$ cat config.mk
export PLATFORM = sky130hd
export DESIGN_NAME = gregorian_date_offset_and_difference
export DESIGN_NICKNAME = d
export VERILOG_FILES = /design/src/rtl/gdod_pkg.sv /design/src/rtl/gdod_ctrl.sv /design/src/rtl/gdod_datapath.sv /design/src/rtl/gregorian_date_offset_and_difference.sv
export SDC_FILE = /design/constraint.sdc
export NUM_CORES = 2
export LEC_CHECK = 0
export ABC_AREA = 1
export BUFFER_PORTS_ARGS = -buffer_cell sky130_fd_sc_hd__buf_2
export CORE_MARGIN = 3
export CORE_UTILIZATION = 60
export CTS_CLUSTER_DIAMETER = 60
export DETAILED_ROUTE_END_ITERATION = 6
export GPL_TIMING_DRIVEN = 0
export PLACE_DENSITY_LB_ADDON = 0.2
export SETUP_SLACK_MARGIN = 0.15
export SLEW_MARGIN = 10
export SYNTH_ARGS = -nofsm -noshare
export SYNTH_HDL_FRONTEND = slang
export SYNTH_SLANG_ARGS = --single-unit
$ cat constraint.sdc
create_clock -name i_clk -period 15.1 [get_ports i_clk]
set_input_delay 0.755 -clock i_clk [delete_from_list [all_inputs] [get_ports i_clk]]
set_output_delay 0.755 -clock i_clk [all_outputs]
set_load 0.05 [all_outputs]
$ cat src/rtl/gdod_pkg.sv
`timescale 1ns / 1ps

package gdod_pkg;

    localparam int YEAR_MAX_DEF = 9999;

    localparam int YEAR_W  = 14;
    localparam int MONTH_W = 4;
    localparam int DAY_W   = 5;
    localparam int OFF_W   = 23;
    localparam int DIFF_W  = 23;
    localparam int STAT_W  = 2;

    localparam int IN_TDATA_W  = 72;
    localparam int OUT_TDATA_W = 48;
    localparam int OUT_PAD_W   = OUT_TDATA_W - (YEAR_W + MONTH_W + DAY_W + DIFF_W);
    localparam int IN_PAD_W    = IN_TDATA_W - (2 * (YEAR_W + MONTH_W + DAY_W) + OFF_W);

    // working widths sized for the widest year range
    localparam int YW     = 17;
    localparam int Q_W    = 11;
    localparam int DN_W   = 26;
    localparam int SN_W   = 27;
    localparam int CUM_W  = 9;
    localparam int MULB_W = 18;
    localparam int PROD_W = DN_W + MULB_W;

    localparam logic [MULB_W-1:0] DIV100_K = MULB_W'(167773);
    localparam int                DIV100_SH = 24;
    localparam logic [MULB_W-1:0] EST_K = MULB_W'(45934);
    localparam int                EST_SH = 24;

    typedef enum logic [STAT_W-1:0] {
        STAT_OK       = 2'd0,
        STAT_BAD_DATE = 2'd1,
        STAT_RANGE    = 2'd2
    } t_status;

    typedef enum logic {
        MUL_DIV100,
        MUL_EST
    } t_mul_sel;

    typedef enum logic [1:0] {
        YSRC_A,
        YSRC_B,
        YSRC_CAND
    } t_ysrc;

    typedef enum logic [2:0] {
        ACC_HOLD,
        ACC_DATE_A,
        ACC_DIFF,
        ACC_SUB_YS,
        ACC_MONTH
    } t_acc_op;

    typedef enum logic [1:0] {
        YR_HOLD,
        YR_EST,
        YR_INC,
        YR_DEC
    } t_yr_op;

    typedef enum logic [1:0] {
        OUT_DATE,
        OUT_DIFF,
        OUT_BAD,
        OUT_RANGE
    } t_out_sel;

    typedef struct packed {
        logic     load;
        logic     mul_en;
        t_mul_sel mul_sel;
        t_ysrc    ysrc;
        logic     ys_en;
        t_acc_op  acc_op;
        t_yr_op   yr_op;
        logic     mon_init;
        logic     out_load;
        t_out_sel out_sel;
    } t_dp_cmd;

    typedef struct packed {
        logic kind;
        logic a_bad;
        logic b_bad;
        logic range_err;
        logic ys_gt;
        logic rem_ge;
        logic walk_done;
    } t_dp_sts;

    function automatic logic [DAY_W-1:0] month_days(input logic [MONTH_W-1:0] m,
                                                    input logic leap);
        logic [DAY_W-1:0] len;
        case (m)
            4'd1, 4'd3, 4'd5, 4'd7, 4'd8, 4'd10, 4'd12: len = DAY_W'(31);
            4'd4, 4'd6, 4'd9, 4'd11:                    len = DAY_W'(30);
            4'd2:                                       len = leap ? DAY_W'(29) : DAY_W'(28);
            default:                                    len = '0;
        endcase
        return len;
    endfunction

    function automatic logic [CUM_W-1:0] cum_days(input logic [MONTH_W-1:0] m,
                                                  input logic leap);
        logic [CUM_W-1:0] base;
        case (m)
            4'd2:    base = CUM_W'(31);
            4'd3:    base = CUM_W'(59);
            4'd4:    base = CUM_W'(90);
            4'd5:    base = CUM_W'(120);
            4'd6:    base = CUM_W'(151);
            4'd7:    base = CUM_W'(181);
            4'd8:    base = CUM_W'(212);
            4'd9:    base = CUM_W'(243);
            4'd10:   base = CUM_W'(273);
            4'd11:   base = CUM_W'(304);
            4'd12:   base = CUM_W'(334);
            default: base = '0;
        endcase
        return base + CUM_W'(leap && (m > 4'd2));
    endfunction

endpackage

$ cat src/rtl/gdod_ctrl.sv
`timescale 1ns / 1ps

module gdod_ctrl
    import gdod_pkg::*;
(
    input  logic    i_clk,
    input  logic    i_rst_n,
    input  logic    i_s_valid,
    output logic    o_s_ready,
    output logic    o_m_valid,
    input  logic    i_m_ready,
    input  t_dp_sts i_sts,
    output t_dp_cmd o_cmd
);

    typedef enum logic [3:0] {
        ST_IDLE,
        ST_A_MUL,
        ST_A_YS,
        ST_A_DN,
        ST_B_MUL,
        ST_B_YS,
        ST_B_DN,
        ST_CHK,
        ST_EST,
        ST_Y_MUL,
        ST_Y_YS,
        ST_Y_CMP,
        ST_WALK,
        ST_FIN
    } t_state;

    t_state   r_state, n_state;
    t_out_sel r_out_sel, n_out_sel;
    logic     r_out_valid, n_out_valid;

    always_comb begin
        o_cmd       = '0;
        n_state     = r_state;
        n_out_sel   = r_out_sel;
        n_out_valid = r_out_valid && !i_m_ready;
        unique case (r_state)
            ST_IDLE: begin
                if (i_s_valid) begin
                    o_cmd.load = 1'b1;
                    n_state    = ST_A_MUL;
                end
            end
            ST_A_MUL: begin
                o_cmd.mul_en  = 1'b1;
                o_cmd.mul_sel = MUL_DIV100;
                o_cmd.ysrc    = YSRC_A;
                n_state       = ST_A_YS;
            end
            ST_A_YS: begin
                o_cmd.ys_en = 1'b1;
                o_cmd.ysrc  = YSRC_A;
                n_state     = ST_A_DN;
            end
            ST_A_DN: begin
                if (i_sts.a_bad) begin
                    n_out_sel = OUT_BAD;
                    n_state   = ST_FIN;
                end else begin
                    o_cmd.acc_op = ACC_DATE_A;
                    n_state      = i_sts.kind ? ST_B_MUL : ST_CHK;
                end
            end
            ST_B_MUL: begin
                o_cmd.mul_en  = 1'b1;
                o_cmd.mul_sel = MUL_DIV100;
                o_cmd.ysrc    = YSRC_B;
                n_state       = ST_B_YS;
            end
            ST_B_YS: begin
                o_cmd.ys_en = 1'b1;
                o_cmd.ysrc  = YSRC_B;
                n_state     = ST_B_DN;
            end
            ST_B_DN: begin
                if (i_sts.b_bad) begin
                    n_out_sel = OUT_BAD;
                end else begin
                    o_cmd.acc_op = ACC_DIFF;
                    n_out_sel    = OUT_DIFF;
                end
                n_state = ST_FIN;
            end
            ST_CHK: begin
                if (i_sts.range_err) begin
                    n_out_sel = OUT_RANGE;
                    n_state   = ST_FIN;
                end else begin
                    o_cmd.mul_en  = 1'b1;
                    o_cmd.mul_sel = MUL_EST;
                    n_state       = ST_EST;
                end
            end
            ST_EST: begin
                o_cmd.yr_op = YR_EST;
                n_state     = ST_Y_MUL;
            end
            ST_Y_MUL: begin
                o_cmd.mul_en  = 1'b1;
                o_cmd.mul_sel = MUL_DIV100;
                o_cmd.ysrc    = YSRC_CAND;
                n_state       = ST_Y_YS;
            end
            ST_Y_YS: begin
                o_cmd.ys_en = 1'b1;
                o_cmd.ysrc  = YSRC_CAND;
                n_state     = ST_Y_CMP;
            end
            ST_Y_CMP: begin
                priority if (i_sts.ys_gt) begin
                    o_cmd.yr_op = YR_DEC;
                    n_state     = ST_Y_MUL;
                end else if (i_sts.rem_ge) begin
                    o_cmd.yr_op = YR_INC;
                    n_state     = ST_Y_MUL;
                end else begin
                    o_cmd.acc_op   = ACC_SUB_YS;
                    o_cmd.mon_init = 1'b1;
                    n_state        = ST_WALK;
                end
            end
            ST_WALK: begin
                if (i_sts.walk_done) begin
                    n_out_sel = OUT_DATE;
                    n_state   = ST_FIN;
                end else begin
                    o_cmd.acc_op = ACC_MONTH;
                end
            end
            ST_FIN: begin
                if (!r_out_valid || i_m_ready) begin
                    o_cmd.out_load = 1'b1;
                    o_cmd.out_sel  = r_out_sel;
                    n_out_valid    = 1'b1;
                    n_state        = ST_IDLE;
                end
            end
            default: begin
                n_state = ST_IDLE;
            end
        endcase
    end

    always_ff @(posedge i_clk) begin
        if (!i_rst_n) begin
            r_state     <= ST_IDLE;
            r_out_valid <= 1'b0;
            r_out_sel   <= OUT_BAD;
        end else begin
            r_state     <= n_state;
            r_out_valid <= n_out_valid;
            r_out_sel   <= n_out_sel;
        end
    end

    assign o_s_ready = (r_state == ST_IDLE);
    assign o_m_valid = r_out_valid;

    a_fin_loads: assert property (@(posedge i_clk) disable iff (!i_rst_n)
        (r_state == ST_FIN && (!r_out_valid || i_m_ready)) |=>
            (r_out_valid && r_state == ST_IDLE))
        else $error("finished request not moved to output register");

    a_load_starts: assert property (@(posedge i_clk) disable iff (!i_rst_n)
        o_cmd.load |=> (r_state == ST_A_MUL))
        else $error("accepted request did not start");

    a_year_found: assert property (@(posedge i_clk) disable iff (!i_rst_n)
        (r_state == ST_Y_CMP && !i_sts.ys_gt && !i_sts.rem_ge) |=> (r_state == ST_WALK))
        else $error("year search did not hand over to month walk");

endmodule

$ cat src/rtl/gdod_datapath.sv
`timescale 1ns / 1ps

module gdod_datapath
    import gdod_pkg::*;
#(
    parameter int YEAR_MAX = YEAR_MAX_DEF
) (
    input  logic                     i_clk,
    input  t_dp_cmd                  i_cmd,
    input  logic                     i_kind,
    input  logic [YEAR_W-1:0]        i_year_a,
    input  logic [MONTH_W-1:0]       i_month_a,
    input  logic [DAY_W-1:0]         i_day_a,
    input  logic signed [OFF_W-1:0]  i_offset_days,
    input  logic [YEAR_W-1:0]        i_year_b,
    input  logic [MONTH_W-1:0]       i_month_b,
    input  logic [DAY_W-1:0]         i_day_b,
    output t_dp_sts                  o_sts,
    output logic [YEAR_W-1:0]        o_year_out,
    output logic [MONTH_W-1:0]       o_month_out,
    output logic [DAY_W-1:0]         o_day_out,
    output logic signed [DIFF_W-1:0] o_day_difference,
    output t_status                  o_status
);

    localparam int YE     = YEAR_MAX + 1;
    localparam int LAST_I = 365 * YE + (YE + 3) / 4 - (YE + 99) / 100 + (YE + 399) / 400 - 1;
    localparam int DMAX_I = 2 ** (DIFF_W - 1) - 1;
    localparam int DMIN_I = -(2 ** (DIFF_W - 1));

    localparam logic [YW-1:0]          YMAX   = YW'(YEAR_MAX);
    localparam logic signed [SN_W-1:0] LAST_S = SN_W'(LAST_I);
    localparam logic signed [SN_W-1:0] DMAX_S = SN_W'(DMAX_I);
    localparam logic signed [SN_W-1:0] DMIN_S = SN_W'(DMIN_I);

    logic                     r_kind;
    logic [YEAR_W-1:0]        r_ya, r_yb;
    logic [MONTH_W-1:0]       r_ma, r_mb;
    logic [DAY_W-1:0]         r_da, r_db;
    logic signed [OFF_W-1:0]  r_off;
    logic [PROD_W-1:0]        r_prod;
    logic [DN_W-1:0]          r_ys;
    logic                     r_leap;
    logic signed [SN_W-1:0]   r_acc;
    logic [YW-1:0]            r_yr;
    logic [MONTH_W-1:0]       r_mon;
    logic [YEAR_W-1:0]        r_year_out;
    logic [MONTH_W-1:0]       r_month_out;
    logic [DAY_W-1:0]         r_day_out;
    logic signed [DIFF_W-1:0] r_diff;
    t_status                  r_status;

    logic [YW-1:0]            y_sel;
    logic [DN_W-1:0]          mul_a;
    logic [MULB_W-1:0]        mul_b;
    logic [Q_W-1:0]           q100;
    logic [YW-1:0]            rem100;
    logic                     rem_zero;
    logic                     leap_c;
    logic [Q_W-1:0]           c100;
    logic [DN_W-1:0]          ys_c;
    logic signed [SN_W-1:0]   ys_s;
    logic signed [SN_W-1:0]   dn_a;
    logic signed [SN_W-1:0]   dn_b;
    logic signed [SN_W-1:0]   off_add;
    logic signed [SN_W-1:0]   year_len;
    logic [DAY_W-1:0]         dim;
    logic signed [SN_W-1:0]   dim_s;
    logic signed [DIFF_W-1:0] diff_sat;
    logic                     diff_ovf;

    always_comb begin
        unique case (i_cmd.ysrc)
            YSRC_A:    y_sel = YW'(r_ya);
            YSRC_B:    y_sel = YW'(r_yb);
            YSRC_CAND: y_sel = r_yr;
            default:   y_sel = '0;
        endcase
    end

    assign mul_a = (i_cmd.mul_sel == MUL_DIV100) ? DN_W'(y_sel) : r_acc[DN_W-1:0];
    assign mul_b = (i_cmd.mul_sel == MUL_DIV100) ? DIV100_K : EST_K;

    assign q100     = r_prod[DIV100_SH +: Q_W];
    assign rem100   = y_sel - YW'(q100) * YW'(100);
    assign rem_zero = (rem100 == '0);
    assign leap_c   = rem_zero ? (q100[1:0] == 2'b00) : (y_sel[1:0] == 2'b00);
    assign c100     = q100 + Q_W'(!rem_zero);
    assign ys_c     = DN_W'(y_sel) * DN_W'(365)
                    + DN_W'(({1'b0, y_sel} + (YW + 1)'(3)) >> 2)
                    - DN_W'(c100)
                    + DN_W'(({1'b0, c100} + (Q_W + 1)'(3)) >> 2);

    assign ys_s     = SN_W'(r_ys);
    assign dn_a     = ys_s + SN_W'(cum_days(r_ma, r_leap)) + SN_W'(r_da) - SN_W'(1);
    assign dn_b     = ys_s + SN_W'(cum_days(r_mb, r_leap)) + SN_W'(r_db) - SN_W'(1);
    assign off_add  = r_kind ? SN_W'(0) : SN_W'(r_off);
    assign year_len = r_leap ? SN_W'(366) : SN_W'(365);
    assign dim      = month_days(r_mon, r_leap);
    assign dim_s    = SN_W'(dim);

    always_comb begin
        diff_ovf = 1'b0;
        priority if (r_acc > DMAX_S) begin
            diff_sat = DMAX_S[DIFF_W-1:0];
            diff_ovf = 1'b1;
        end else if (r_acc < DMIN_S) begin
            diff_sat = DMIN_S[DIFF_W-1:0];
            diff_ovf = 1'b1;
        end else begin
            diff_sat = r_acc[DIFF_W-1:0];
        end
    end

    assign o_sts.kind      = r_kind;
    assign o_sts.a_bad     = (YW'(r_ya) > YMAX) || (r_ma == '0) || (r_ma > MONTH_W'(12))
                           || (r_da == '0) || (r_da > month_days(r_ma, r_leap));
    assign o_sts.b_bad     = (YW'(r_yb) > YMAX) || (r_mb == '0) || (r_mb > MONTH_W'(12))
                           || (r_db == '0) || (r_db > month_days(r_mb, r_leap));
    assign o_sts.range_err = (r_acc < SN_W'(0)) || (r_acc > LAST_S);
    assign o_sts.ys_gt     = (ys_s > r_acc);
    assign o_sts.rem_ge    = ((r_acc - ys_s) >= year_len);
    assign o_sts.walk_done = (r_mon == MONTH_W'(12)) || (r_acc < dim_s);

    always_ff @(posedge i_clk) begin
        if (i_cmd.load) begin
            r_kind <= i_kind;
            r_ya   <= i_year_a;
            r_ma   <= i_month_a;
            r_da   <= i_day_a;
            r_off  <= i_offset_days;
            r_yb   <= i_year_b;
            r_mb   <= i_month_b;
            r_db   <= i_day_b;
        end
        if (i_cmd.mul_en) begin
            r_prod <= PROD_W'(mul_a) * PROD_W'(mul_b);
        end
        if (i_cmd.ys_en) begin
            r_ys   <= ys_c;
            r_leap <= leap_c;
        end
        unique case (i_cmd.acc_op)
            ACC_HOLD:   r_acc <= r_acc;
            ACC_DATE_A: r_acc <= dn_a + off_add;
            ACC_DIFF:   r_acc <= r_acc - dn_b;
            ACC_SUB_YS: r_acc <= r_acc - ys_s;
            ACC_MONTH:  r_acc <= r_acc - dim_s;
            default:    r_acc <= r_acc;
        endcase
        unique case (i_cmd.yr_op)
            YR_HOLD: r_yr <= r_yr;
            YR_EST:  r_yr <= r_prod[EST_SH +: YW];
            YR_INC:  r_yr <= r_yr + YW'(1);
            YR_DEC:  r_yr <= r_yr - YW'(1);
            default: r_yr <= r_yr;
        endcase
        if (i_cmd.mon_init) begin
            r_mon <= MONTH_W'(1);
        end else if (i_cmd.acc_op == ACC_MONTH) begin
            r_mon <= r_mon + MONTH_W'(1);
        end
        if (i_cmd.out_load) begin
            unique case (i_cmd.out_sel)
                OUT_DATE: begin
                    r_year_out  <= r_yr[YEAR_W-1:0];
                    r_month_out <= r_mon;
                    r_day_out   <= r_acc[DAY_W-1:0] + DAY_W'(1);
                    r_diff      <= '0;
                    r_status    <= STAT_OK;
                end
                OUT_DIFF: begin
                    r_year_out  <= '0;
                    r_month_out <= '0;
                    r_day_out   <= '0;
                    r_diff      <= diff_sat;
                    r_status    <= diff_ovf ? STAT_RANGE : STAT_OK;
                end
                OUT_BAD: begin
                    r_year_out  <= '0;
                    r_month_out <= '0;
                    r_day_out   <= '0;
                    r_diff      <= '0;
                    r_status    <= STAT_BAD_DATE;
                end
                OUT_RANGE: begin
                    r_year_out  <= '0;
                    r_month_out <= '0;
                    r_day_out   <= '0;
                    r_diff      <= '0;
                    r_status    <= STAT_RANGE;
                end
                default: begin
                    r_year_out  <= '0;
                    r_month_out <= '0;
                    r_day_out   <= '0;
                    r_diff      <= '0;
                    r_status    <= STAT_BAD_DATE;
                end
            endcase
        end
    end

    assign o_year_out       = r_year_out;
    assign o_month_out      = r_month_out;
    assign o_day_out        = r_day_out;
    assign o_day_difference = r_diff;
    assign o_status         = r_status;

endmodule

$ cat src/rtl/gregorian_date_offset_and_difference.sv
`timescale 1ns / 1ps

// Gregorian date engine. A request either adds a signed day offset to date A
// (tuser 0) or returns the signed day count from date B to date A (tuser 1);
// each request yields exactly one result, with status 0 ok, 1 invalid input
// date, 2 year range left (dates zeroed) or difference saturated. One request
// is worked on at a time; a new one is taken while the previous result waits
// in the output register. An add that stays in the year range runs a year
// search (each candidate year goes through the shared multiplier that divides
// by 100, one or two candidates) and then a month walk (at most eleven months
// passed). A result still held in the output register holds the next one back
// in its last step until m_axis_tready takes it.
module gregorian_date_offset_and_difference
    import gdod_pkg::*;
#(
    parameter int YEAR_MAX = YEAR_MAX_DEF
) (
    input  logic                   i_clk,
    input  logic                   i_rst_n,
    input  logic                   s_axis_tvalid,
    output logic                   s_axis_tready,
    // year_a[13:0], month_a[17:14], day_a[22:18], offset_days[45:23],
    // year_b[59:46], month_b[63:60], day_b[68:64], zero pad
    input  logic [IN_TDATA_W-1:0]  s_axis_tdata,
    // kind
    input  logic                   s_axis_tuser,
    output logic                   m_axis_tvalid,
    input  logic                   m_axis_tready,
    // year_out[13:0], month_out[17:14], day_out[22:18], day_difference[45:23], zero pad
    output logic [OUT_TDATA_W-1:0] m_axis_tdata,
    // status
    output logic [STAT_W-1:0]      m_axis_tuser
);

    t_dp_cmd                  cmd;
    t_dp_sts                  sts;
    logic [YEAR_W-1:0]        year_out;
    logic [MONTH_W-1:0]       month_out;
    logic [DAY_W-1:0]         day_out;
    logic signed [DIFF_W-1:0] day_difference;
    t_status                  status;

    gdod_ctrl u_ctrl (
        .i_clk     (i_clk),
        .i_rst_n   (i_rst_n),
        .i_s_valid (s_axis_tvalid),
        .o_s_ready (s_axis_tready),
        .o_m_valid (m_axis_tvalid),
        .i_m_ready (m_axis_tready),
        .i_sts     (sts),
        .o_cmd     (cmd)
    );

    gdod_datapath #(
        .YEAR_MAX (YEAR_MAX)
    ) u_datapath (
        .i_clk            (i_clk),
        .i_cmd            (cmd),
        .i_kind           (s_axis_tuser),
        .i_year_a         (s_axis_tdata[13:0]),
        .i_month_a        (s_axis_tdata[17:14]),
        .i_day_a          (s_axis_tdata[22:18]),
        .i_offset_days    (s_axis_tdata[45:23]),
        .i_year_b         (s_axis_tdata[59:46]),
        .i_month_b        (s_axis_tdata[63:60]),
        .i_day_b          (s_axis_tdata[68:64]),
        .o_sts            (sts),
        .o_year_out       (year_out),
        .o_month_out      (month_out),
        .o_day_out        (day_out),
        .o_day_difference (day_difference),
        .o_status         (status)
    );

    assign m_axis_tdata = {{OUT_PAD_W{1'b0}}, day_difference, day_out, month_out, year_out};
    assign m_axis_tuser = status;

endmodule

==> metrics.log <==
INFO  metric busiest_layer = met2
INFO  metric timing_worst_slew_pin_value = 1.134 ns
INFO  metric synthCells = approximately 4300
INFO  metric cts_max_level = 1
INFO  metric top_level_ports = 129
INFO  metric skew = 0.06016 ns
INFO  metric setup.reg_to_reg.worst_slack = 3.73 ns
INFO  metric drt_total_wl = 105.7 mm
INFO  metric post_cts_hold_buffer_count = 0
INFO  metric number_of_flops_mapped_to_enable_cells_by_yosys = just over 200
INFO  metric hold_path_depth = 1
INFO  metric synthToLayoutAreaGrowth = 8.838%
INFO  metric vias = 29630
INFO  metric drive_above_1_share = 0.06201
INFO  metric timing.final.setup_violations = 0
INFO  metric tot_gr_track_use = 0.3358
INFO  metric critical-path-top-delay-family = adder cells
INFO  metric die_x = roughly 250 microns
INFO  metric max_freq = 87.94 MHz
INFO  metric max_stage_delay_on_crit_path = approximately 0.89 ns
INFO  metric grt_first_pass_wirelength = 164.4 mm
INFO  metric min_delay_worst_endpoint = u_datapath.r_da[1]$_DFFE_PP_
INFO  metric syn-cell-area = 0.03671 sq mm
INFO  metric worstReg2RegStart = u_ctrl.r_state[0]$_SDFFE_PN0P_
INFO  metric finalNetCount = 5658
INFO  metric synth_seq_area_share = 0.1843
INFO  metric antenna_found_initial = 1
INFO  metric hold_path_startpoint = s_axis_tdata[19]
INFO  metric maxCapViolCount = 0
INFO  metric max-clock-path-buffers = 3
INFO  metric post-cts-setup-buffer-count = 0
INFO  metric dpl.hpwl = 91.62 mm
INFO  metric timing.critical_path.from_type = register
INFO  metric crit_slowest_cell = sky130_fd_sc_hd__a21oi_1
INFO  metric grt.met3_usage = 0.04622
INFO  metric ys.flop_type = sky130_fd_sc_hd__edfxtp_1
INFO  metric area_share_of_the_largest_cell_type_after_synthesis = 0.2290
INFO  metric first_iter_violations = 2085
INFO  metric antenna_violating_nets_post_route = 0
INFO  metric timing.critical_path.required = 15.54 ns
INFO  metric maxSlewViolCount = 0
INFO  metric r2r_end = u_datapath.r_ys[19]$_DFFE_PP_
INFO  metric timing.slew.headroom = 0.2440
INFO  metric avgSynthCellArea = 8.462 sq um
INFO  metric quantity_of_i_o_buffers_inserted_on_ports = 123
INFO  metric floorplan.die.height = 253.4 microns
INFO  metric setup_tns = 0 ns
INFO  metric die-area = 0.06419 sq mm
INFO  metric rsz0062_at_grt = false
INFO  metric initial_utilization = 0.6071
INFO  metric synth.top_cells.by_count = sky130_fd_sc_hd__inv_1 (1070), sky130_fd_sc_hd__nand2_1 (658), sky130_fd_sc_hd__ha_1 (572), sky130_fd_sc_hd__fa_1 (420), sky130_fd_sc_hd__nor2_1 (280)
INFO  metric final_min_period_over_clock_period = 0.7531
INFO  metric ys_async_sr_fraction = 0
INFO  metric tritoncts_num_sinks = 235
INFO  metric drc = 0
INFO  metric post-synth-top-count-cell = sky130_fd_sc_hd__inv_1
INFO  metric critPathCaptureType = register
INFO  metric tritoncts_clock_tree = done
INFO  metric finalWorstPathRequiredPeriod = 11.37 ns
INFO  metric crit_buf_inv = 9
INFO  metric clkSlewWorstSetupHoldPaths = 0.07 ns
INFO  metric clock_latency = 0.64 ns
INFO  metric vias_per_cell = 5.490
INFO  metric multi_input_combinational_cell_area = 0.02594 sq mm
INFO  metric synth.top_cells.by_area = sky130_fd_sc_hd__fa_1 (23%), sky130_fd_sc_hd__ha_1 (19%), sky130_fd_sc_hd__edfxtp_1 (17%), sky130_fd_sc_hd__inv_1 (11%), sky130_fd_sc_hd__nand2_1 (6.7%)
INFO  metric design.core.area = 0.06047 sq mm
INFO  metric r2r.worst_path.cells = 45
INFO  metric gpl_wtd_cong = 1.007
INFO  metric post_drt_wl_per_cell = 19.58 microns
INFO  metric report.final.hold_viol_count = 0
INFO  metric grt_start_max_net_pins = between 40 and 50
INFO  metric cts-buffers-inserted = 31
INFO  metric synthesis.yosys.warnings = 0
INFO  metric cts_repair_resize_count = 0
INFO  metric core.rowCount = 90
INFO  metric worst-endpoint-arrival = 11.81 ns
INFO  metric seq_area = 0.006766 sq mm
INFO  metric crit_path_max_fanout = 10
INFO  metric yosys_register_bits = 235
INFO  metric gr-usage-met2 = 0.5786
INFO  metric min-delay-path-class = in -> reg
INFO  metric status = completed
INFO  metric grt_use_met1 = 0.4207
INFO  metric drt_pass1_iterations = 6
INFO  metric number_of_global_route_vias_before_repair = 29990
INFO  metric fillerInstances = 5135
INFO  metric post_synth_num_cell_types = between 60 and 70
INFO  metric gr_overflow_total = 0
INFO  metric cts_root_buffer = sky130_fd_sc_hd__clkbuf_16
INFO  metric leading_area_contributor_after_synthesis = sky130_fd_sc_hd__fa_1
INFO  metric criticalPathCategory = reg -> reg
## cell families after synthesis
logic type      Yosys count  share of synthesized area
flops                   235                     0.1843
buf+inv                1143                     0.1188
fa+ha+maj               992                     0.4240
compound gates          467                    0.07352
other cells               2                  0.0002046
xor+xnor                190                    0.04533
simple gates           1309                     0.1538
## placed cells by master, fill, tap and decap left out, drive strengths merged, types with 29 or more instances in the layout
cell type / instances
nand3: 186
clkbuf: 74
nor2: 286
dfxtp: 29
a21oi: 219
nand2: 668
ha: 572
buf: 167
xnor2: 50
o21ai: 125
conb: 75
fa: 420
edfxtp: 206
nand4: 70
inv: 1084
nor3: 46
xor2: 140
## registers in the layout, indices dropped and copies added (netlist names), 5 cells and up, named ones only
name and count:
u_datapath.o_day_difference 23, u_datapath.o_day_out 5, u_datapath.o_year_out 14, u_datapath.r_acc 27
u_datapath.r_da 5, u_datapath.r_db 5, u_datapath.r_off 23, u_datapath.r_prod 17
u_datapath.r_ya 14, u_datapath.r_yb 14, u_datapath.r_yr 17, u_datapath.r_ys 26
## routing by layer
layer  routed length [microns]  vias up
li1                          -    14160
met1                     41480    14160
met2                     51450     1045
met3                      7083      260
met4                      5648        2
met5                        12        -
## stage by stage
stage	worst slack [ns]	hold slack [ns]	utilization	cells	area [sq um]
floorplan	5.524	0.4366	-	4411	36980
global placement	3.159	0.5371	0.6379	5316	38580
detailed placement	3.869	0.5498	0.6429	5338	38880
CTS	3.888	0.2732	0.6606	5394	39950
global route	2.875	0.2840	0.6606	5394	39950
finish	3.728	0.2910	0.6607	5396	39950
## area by class of cell
type,count,share of cell area
Antenna cell,2,0.0001253
Buffer,63,0.007704
Clock buffer,33,0.01960
Clock inverter,23,0.007234
Inverter,1080,0.1015
Multi-Input combinational cell,3033,0.6493
Sequential cell,235,0.1694
Tap cell,782,0.02449
Timing Repair Buffer,145,0.02067
## worst max path at each step
stage / start / end / slack (ns) / cells past startpoint
after floorplan: u_datapath.r_prod[26]$_DFFE_PP_ / u_datapath.r_ys[19]$_DFFE_PP_ / 5.52 / 45
after global placement: u_ctrl.r_state[0]$_SDFFE_PN0P_ / u_datapath.r_ys[19]$_DFFE_PP_ / 3.16 / 48
after detailed placement: u_ctrl.r_state[0]$_SDFFE_PN0P_ / u_datapath.r_ys[19]$_DFFE_PP_ / 3.87 / 45
after CTS: u_ctrl.r_state[0]$_SDFFE_PN0P_ / u_datapath.r_ys[19]$_DFFE_PP_ / 3.89 / 45
after global routing: u_ctrl.r_state[0]$_SDFFE_PN0P_ / u_datapath.r_ys[19]$_DFFE_PP_ / 2.87 / 45
final: u_ctrl.r_state[0]$_SDFFE_PN0P_ / u_datapath.r_ys[19]$_DFFE_PP_ / 3.73 / 45
## worst register-to-register path, delay by kind of cell (launching register included)
family / cells / cell delay, ns
adders and majority gates: 8 / 3.45
AOI/OAI and AO/OA: 10 / 2.85
and+or+nand+nor: 15 / 2.49
buffers and inverters: 9 / 1.34
xor gates and xnor gates: 3 / 0.68
DFF: 1 / 0.39
Power is left out: the tool's default activity adds up to more than one toggle a clock period on the data nets, which glitch-free logic cannot reach.
